==> src/sbc_pkg.sv <==
// sbc_pkg: widths, constants and the divider result type for the segment/box clipper.
// Shared by sbc_div, segment_box_clip, sbc_checker and tb_top; depends on nothing.
`timescale 1ns / 1ps
`default_nettype none
package sbc_pkg;

    localparam int COORD_W       = 32;
    localparam int DIR_W         = COORD_W + 1;   // exact difference of two coordinates
    localparam int FRAC_W        = 16;
    localparam int NUM_W         = DIR_W + FRAC_W; // |num| scaled by 1.0
    localparam int Q_W           = 18;            // quotient bits kept before clamping
    localparam int REM_W         = NUM_W + 2;     // room for divisor << (Q_W - 1)
    localparam int T_W           = 19;            // signed plane parameter, [-1.0, 2.0]
    localparam int PAR_W         = 17;            // reported parameter width
    localparam int PROD_W        = DIR_W + T_W;
    localparam int BITS_PER_STEP = 2;
    localparam int DIV_STEPS     = Q_W / BITS_PER_STEP;
    localparam int NUM_AXES      = 3;

    localparam int T_ONE = 65536;
    localparam int T_MAX = 131072;

    typedef struct packed {
        logic [Q_W-1:0] quo;
        logic           neg;
        logic           ovf;
    } div_res_t;

endpackage
`default_nettype wire

==> src/sbc_div.sv <==
// sbc_div: pipelined restoring divider, trunc(|num| * 1.0 / |den|) with overflow flag.
// One stage of set-up then DIV_STEPS stages of BITS_PER_STEP bits; uses sbc_pkg.
`timescale 1ns / 1ps
`default_nettype none
module sbc_div
    import sbc_pkg::*;
(
    input  wire logic                    clk,
    input  wire logic [DIV_STEPS:0]      en,
    input  wire logic signed [DIR_W-1:0] num,
    input  wire logic signed [DIR_W-1:0] den,
    output div_res_t                     res
);

    logic [NUM_W-1:0] rem_reg [DIV_STEPS+1];
    logic [DIR_W-1:0] dsr_reg [DIV_STEPS+1];
    logic [Q_W-1:0]   quo_reg [DIV_STEPS+1];
    logic             neg_reg [DIV_STEPS+1];
    logic             ovf_reg [DIV_STEPS+1];

    logic [DIR_W-1:0] num_mag;
    logic [DIR_W-1:0] den_mag;
    logic [NUM_W-1:0] num_sh;
    logic             ovf_c;

    always_comb
    begin
        num_mag = num[DIR_W-1] ? DIR_W'(-num) : DIR_W'(num);
        den_mag = den[DIR_W-1] ? DIR_W'(-den) : DIR_W'(den);
        num_sh  = {num_mag, FRAC_W'(0)};
        // quotient would not fit in Q_W bits
        ovf_c   = REM_W'(num_sh) >= (REM_W'(den_mag) << Q_W);
    end

    always_ff @(posedge clk)
    begin
        if (en[0])
        begin
            rem_reg[0] <= num_sh;
            dsr_reg[0] <= den_mag;
            quo_reg[0] <= '0;
            neg_reg[0] <= num[DIR_W-1] ^ den[DIR_W-1];
            ovf_reg[0] <= ovf_c;
        end
    end

    for (genvar j = 1; j <= DIV_STEPS; j++)
    begin : g_step
        logic [NUM_W-1:0] rem_next;
        logic [Q_W-1:0]   quo_next;

        always_comb
        begin
            logic [REM_W-1:0] r;
            logic [REM_W-1:0] cand;
            r        = REM_W'(rem_reg[j-1]);
            quo_next = quo_reg[j-1];
            for (int k = 0; k < BITS_PER_STEP; k++)
            begin
                cand = REM_W'(dsr_reg[j-1]) << (Q_W - 1 - BITS_PER_STEP * (j - 1) - k);
                if (r >= cand)
                begin
                    r = r - cand;
                    quo_next[Q_W - 1 - BITS_PER_STEP * (j - 1) - k] = 1'b1;
                end
            end
            rem_next = r[NUM_W-1:0];
        end

        always_ff @(posedge clk)
        begin
            if (en[j])
            begin
                rem_reg[j] <= rem_next;
                dsr_reg[j] <= dsr_reg[j-1];
                quo_reg[j] <= quo_next;
                neg_reg[j] <= neg_reg[j-1];
                ovf_reg[j] <= ovf_reg[j-1];
            end
        end
    end

    assign res = '{quo: quo_reg[DIV_STEPS], neg: neg_reg[DIV_STEPS], ovf: ovf_reg[DIV_STEPS]};

endmodule
`default_nettype wire

==> config.mk <==
export PLATFORM = sky130hd
export DESIGN_NAME = sbc_div
export DESIGN_NICKNAME = d
export VERILOG_FILES = /design/src/sbc_pkg.sv /design/src/sbc_div.sv
export SDC_FILE = /design/constraint.sdc
export NUM_CORES = 2
export LEC_CHECK = 0
export ABC_AREA = 1
export BUFFER_PORTS_ARGS = -buffer_cell sky130_fd_sc_hd__buf_2
export CAP_MARGIN = 20
export CORE_MARGIN = 2
export CORE_UTILIZATION = 50
export DETAILED_ROUTE_END_ITERATION = 8
export PLACE_DENSITY_LB_ADDON = 0.12
export REMOVE_ABC_BUFFERS = 1
export SLEW_MARGIN = 20
export SYNTH_ARGS = -nofsm -noshare
export SYNTH_HDL_FRONTEND = slang
export SYNTH_SLANG_ARGS = --single-unit
==> constraint.sdc <==
create_clock -name clk -period 6.83 [get_ports clk]
set_input_delay 0.683 -clock clk [delete_from_list [all_inputs] [get_ports clk]]
set_output_delay 0.683 -clock clk [all_outputs]
set_load 0.01 [all_outputs]
# Word level (Yosys, flattened, before mapping)
# Memory sizes are Yosys's and may differ from the RTL's.
# Index checks and enable logic that the tools add are counted.
[word_totals]
mem_bits_ro = 0
latchBits = 0
reg_bits = 0
ram_bits = 1020
inputBits = 77
memories = 5
out_inout_bits = 20
[mem_list]
columns = ["name", "words", "word_bits", "read_ports", "rd_ports_with_merged_regs", "write_ports", "line", "text"]
rows = [
  ["rem_reg", 10, 49, 9, 0, 10, "sbc_div.sv:15", "logic [NUM_W-1:0] rem_reg [DIV_STEPS+1];"],
  ["dsr_reg", 10, 33, 9, 0, 10, "sbc_div.sv:16", "logic [DIR_W-1:0] dsr_reg [DIV_STEPS+1];"],
  ["quo_reg", 10, 18, 10, 0, 10, "sbc_div.sv:17", "logic [Q_W-1:0] quo_reg [DIV_STEPS+1];"],
  ["neg_reg", 10, 1, 10, 0, 10, "sbc_div.sv:18", "logic neg_reg [DIV_STEPS+1];"],
  ["ovf_reg", 10, 1, 10, 0, 10, "sbc_div.sv:19", "logic ovf_reg [DIV_STEPS+1];"],
]
[op_classes]
div = 0
order_cmp = 19
shift = 0
addsub = 20
mux = 58
bitwise = 1
reduce_logical = 0
multipliers = 0
eq_ne = 0
[op_table]
columns = ["cell", "count"]
rows = [
  ["51-bit 2-to-1 mux", 9],
  ["49-bit 2-to-1 mux", 9],
  ["33-bit 2-to-1 mux", 2],
  ["33-bit negator", 2],
  ["49-bit by 51-bit >= comparator with 1-bit output", 1],
  ["51-bit by 33-bit >= comparator with 1-bit output", 1],
  ["51-bit by 35-bit >= comparator with 1-bit output", 1],
  ["51-bit by 37-bit >= comparator with 1-bit output", 1],
  ["51-bit by 39-bit >= comparator with 1-bit output", 1],
  ["51-bit by 41-bit >= comparator with 1-bit output", 1],
  ["51-bit by 43-bit >= comparator with 1-bit output", 1],
  ["51-bit by 45-bit >= comparator with 1-bit output", 1],
  ["51-bit by 47-bit >= comparator with 1-bit output", 1],
  ["51-bit by 49-bit >= comparator with 1-bit output", 1],
  ["49-bit by 50-bit subtractor with 51-bit output", 1],
  ["49-bit by 50-bit >= comparator with 1-bit output", 1],
  ["49-bit by 34-bit subtractor with 50-bit output", 1],
  ["49-bit by 36-bit subtractor with 50-bit output", 1],
  ["49-bit by 38-bit subtractor with 50-bit output", 1],
  ["49-bit by 40-bit subtractor with 50-bit output", 1],
  ["49-bit by 42-bit subtractor with 50-bit output", 1],
  ["49-bit by 44-bit subtractor with 50-bit output", 1],
  ["49-bit by 46-bit subtractor with 50-bit output", 1],
  ["49-bit by 48-bit subtractor with 50-bit output", 1],
  ["19 further kinds", 56],
]

# Longest topological paths before layout
# An unclocked memory read counts as a cell.
[depth]
depth_word = 5
ltp_mapped = 40
mapped_depth_nobuf = 35

# Worst setup path before layout
# No wires, ideal clock.
[synth_path]
path_type = "register to register"
startpoint = "mem dsr_reg[0][0] (netlist name)"
endpoint = "mem rem_reg[1][40] (netlist name) (data pin)"
setup_ns = 0.252
period_less_slack_ns = 4.755
n_path_buf = 3
stages_incl_launch_ff = 36
slack_ns = 2.075
t_arrival_ns = 4.502
path_cell_list = "edfxtp_1 ha_1 inv_1 fa_1 nand2_1 o211ai_1 nand3_1 nand2_1 nand2_1 nand2_1 nand2_1 nand2_1 nand4_1 nand2_2 buf_2 nor2_1 a21oi_1 ha_1 nand3_1 nand2_1 a21oi_1 o21ai_1 a21boi_0 inv_1 nand2_1 nand2_1 nand2_1 nand2_1 nand2_1 a21oi_1 nor2_1 buf_4 inv_2 buf_2 nand2_1 nand2_1"
[synth_rtl]
columns = ["item", "line"]
rows = [
  ["from (decl)", "sbc_div.sv:16"],
  ["to (decl)", "sbc_div.sv:15"],
]

==> summary.md <==
| Metric | Value |
|---|---|
| Main flop type after synthesis | edfxtp_1 |
| Unrepaired setup endpoints after global routing | no |
| Area post-placement | 75100 sq um |
| Global-route wire length before repair | 396000 um |
| Status | complete, but fails checks |
| Rows | 139 |
| Max Freq | 153 MHz |
| Die Wd | 384 um |
| Boundary Pins | 97 |
| Largest net degree at the start of global routing | 75 |
| Fin Clk Skew | 47.7 ps |
| Clock sinks | 760 |
| Nets@finish | 11233 |
| Yosys warning count | 0 |
| Initial antenna violation count | 9 |
| Vias per inst | 5.73 |
| #FFs+latches synth | 760 |
| Slew at the pin closest to its max-slew limit | 1210 ps |
| CP Capture Type | flop |
| Mapped Area | 72300 sq um |
| Crit path DAT | 6940 ps |
| IO buf count | 96 |
| CTS Buf Count | 89 |
| Tot GR Track Use | 34.9% |
| Share of cells above drive strength 1 | 4.04% |
| Most frequent cell after synthesis | nand2_1 |
| Reg2reg end | rem_reg[1][19] |
| Detailed placer's ending HPWL | 220000 um |
| CP Launch Type | flop |
| Synth Instances | 10404 |
| R2R Path Start | dsr_reg[0][31] |
| Grt ovf | 0 |
| Synth top area share | 31.6% |
| Initial Util | 50.3% |
| Post-synthesis average cell area | 6.95 sq um |
| Setup Crit Path Kind | flop to flop |
| Violated checks | DRC |
| Relative slew margins | 18.0% |
| Router iterations before antenna repair | 9 |
| Min cycle time layout | 6520 ps |
| Synth top area cells | edfxtp_1 32%, nand2_1 16%, ha_1 11% |
| Post-synth ARST share | 0% |
| Worst hold path type | input port to flop |
| Post-route cell area | 78100 sq um |
| Post-synthesis sequential area ratio | 31.6% |
| Worst setup path end | rem_reg[1][19] |
| Worst Reg-to-Reg Cells | 27 |
| Routed WL | 265000 um |
| CTS root buffer | clkbuf_16 |
| Total of max-cap violations | 0 |
| Hold path start | num[0] |
| # setup viols final | 0 |
| Post-synth EDFFs | 760 |
| Die area | 148000 sq um |
| Area leader, netlist | edfxtp_1 |
| Max FFs per register | 353 |
| Setup TNS | 0 ps |
| Routed wire per std cell | 21.2 um |
| Final ANT Viol Nets | 0 |
| Post-synth top cells | 3152 x nand2_1, 1415 x inv_1, 1029 x nor2_1, 831 x a21oi_1, 760 x edfxtp_1 |
| Clk pin slew, worst setup/hold paths | 60 ps |
| Clk buf depth | 3 |
| FF-to-FF setup slack | 310 ps |
| Clock latency on the worst-skew pair | 730 ps |
| CP Launch Point | dsr_reg[0][31] |
| Core area | 144000 sq um |
| Critical Path RT | 7250 ps |
| Vias | 71623 |
| Area grow syn2layout | 7.93% |
| H-tree levels | 3 |
| DRC violations left | 10 |
| Final hold viol count | 0 |
| Die height | 384 um |
| CTS tree | yes |
| Crit Path Max Fanout | 18 |
| Routability cong. | 1.04 |
| Vias in the first global route | 65958 |
| Final Cycle Share | 95.5% |
| DR iter-0 viols | 8146 |
| Synth cell types | 58 |
| Hold buffer count at CTS | 0 |
| Final Max Slew Viols | 0 |
-- per-layer routing --
layer  up-vias  global-route usage (%)  share of wire (%)
met5         -                       0                  0
met4         0                    11.3                3.4
met2      3231                    54.4                 44
li1      34642                       -                  -
met3       415                    5.29                9.0
met1     33335                    49.5                 44
-- what timing repair did --
action,CTS,global route
resized for setup,0,1
endpoints found under the setup margin,0,28
buffers inserted,0,2
-- stage by stage --
stage,setup WS (ps),hold slack [ps],utilization (%),std cells
4_1_cts,335,141,54.3,12501
6_report,308,189,54.3,12508
3_5_place_dp,388,405,52.3,12337
2_1_floorplan,292,400,-,10269
3_3_place_gp,276,401,52.3,12337
5_1_grt,57.5,176,54.3,12504
-- layout by cell type (no fill, tap or decap), types with 32 or more instances in the layout --
master / synthesis / final
nand3_1: 416 / 416
clkbuf_16: 0 / 91
nor3_1: 111 / 111
nand4_1: 146 / 146
a21o_1: 41 / 41
buf_4: 17 / 74
buf_2: 53 / 89
edfxtp_1: 760 / 760
xnor2_1: 260 / 260
a31oi_1: 74 / 74
inv_1: 1415 / 1415
o21ai_0: 676 / 676
a21oi_1: 831 / 831
xor2_1: 322 / 322
nor2_1: 1029 / 1028
o21bai_1: 54 / 54
ha_1: 618 / 618
nand2_2: 33 / 32
o21a_1: 41 / 41
nand2_1: 3152 / 3152
nor4_1: 35 / 35
-- kinds of logic after synthesis --
family,after synthesis,share of synthesized area [%]
AO/OA/AOI/OAI,1842,13.8
XOR/XNOR,582,7.05
buffers and inverters,1569,8.42
AND/OR/NAND/NOR,5023,28.3
adder cells (fa/ha/maj),628,11.0
flip-flops,760,31.6
-- critical path, stage by stage, from the launching register on --
cell and delay [ps]:
edfxtp_1 370, inv_1 90, ha_1 340, inv_1 80, nor2_1 650, nand4_1 160, nor4_1 270, buf_4 170
a41oi_1 510, nand2_4 430, nor2_1 70, a21oi_1 400, ha_1 340, nand3_1 100, nand2_1 100, a21oi_1 250
o21ai_1 150, a21boi_0 360, inv_1 100, nand2_1 70, nand2_1 130, nand2_1 100, nand2_1 80, nand2_1 100
a21oi_1 130, nor2_4 240, buf_4 260, o21ai_0 140
-- worst min-delay path by stage --
stage                      to  cells after the start  slack (ps)
2_1_floorplan      neg_reg[1]                      0         400
3_3_place_gp       ovf_reg[8]                      0         400
3_5_place_dp   quo_reg[8][12]                      0         400
4_1_cts        rem_reg[0][16]                      1         140
5_1_grt        rem_reg[0][16]                      1         180
6_report       rem_reg[0][16]                      1         190
-- layout make-up --
class	instances	area, sq um
clock buffer	109	2340
inverter	1434	5380
sequential	760	22800
multi-input combinational	8075	43400
tap	1903	2380
clock inverter	55	591
timing repair buffer	168	1110
fill	14301	65600
antenna	4	10.0
Power is not shown: default switching activity piles up to over one toggle a cycle in this logic, so the estimate is an artifact.
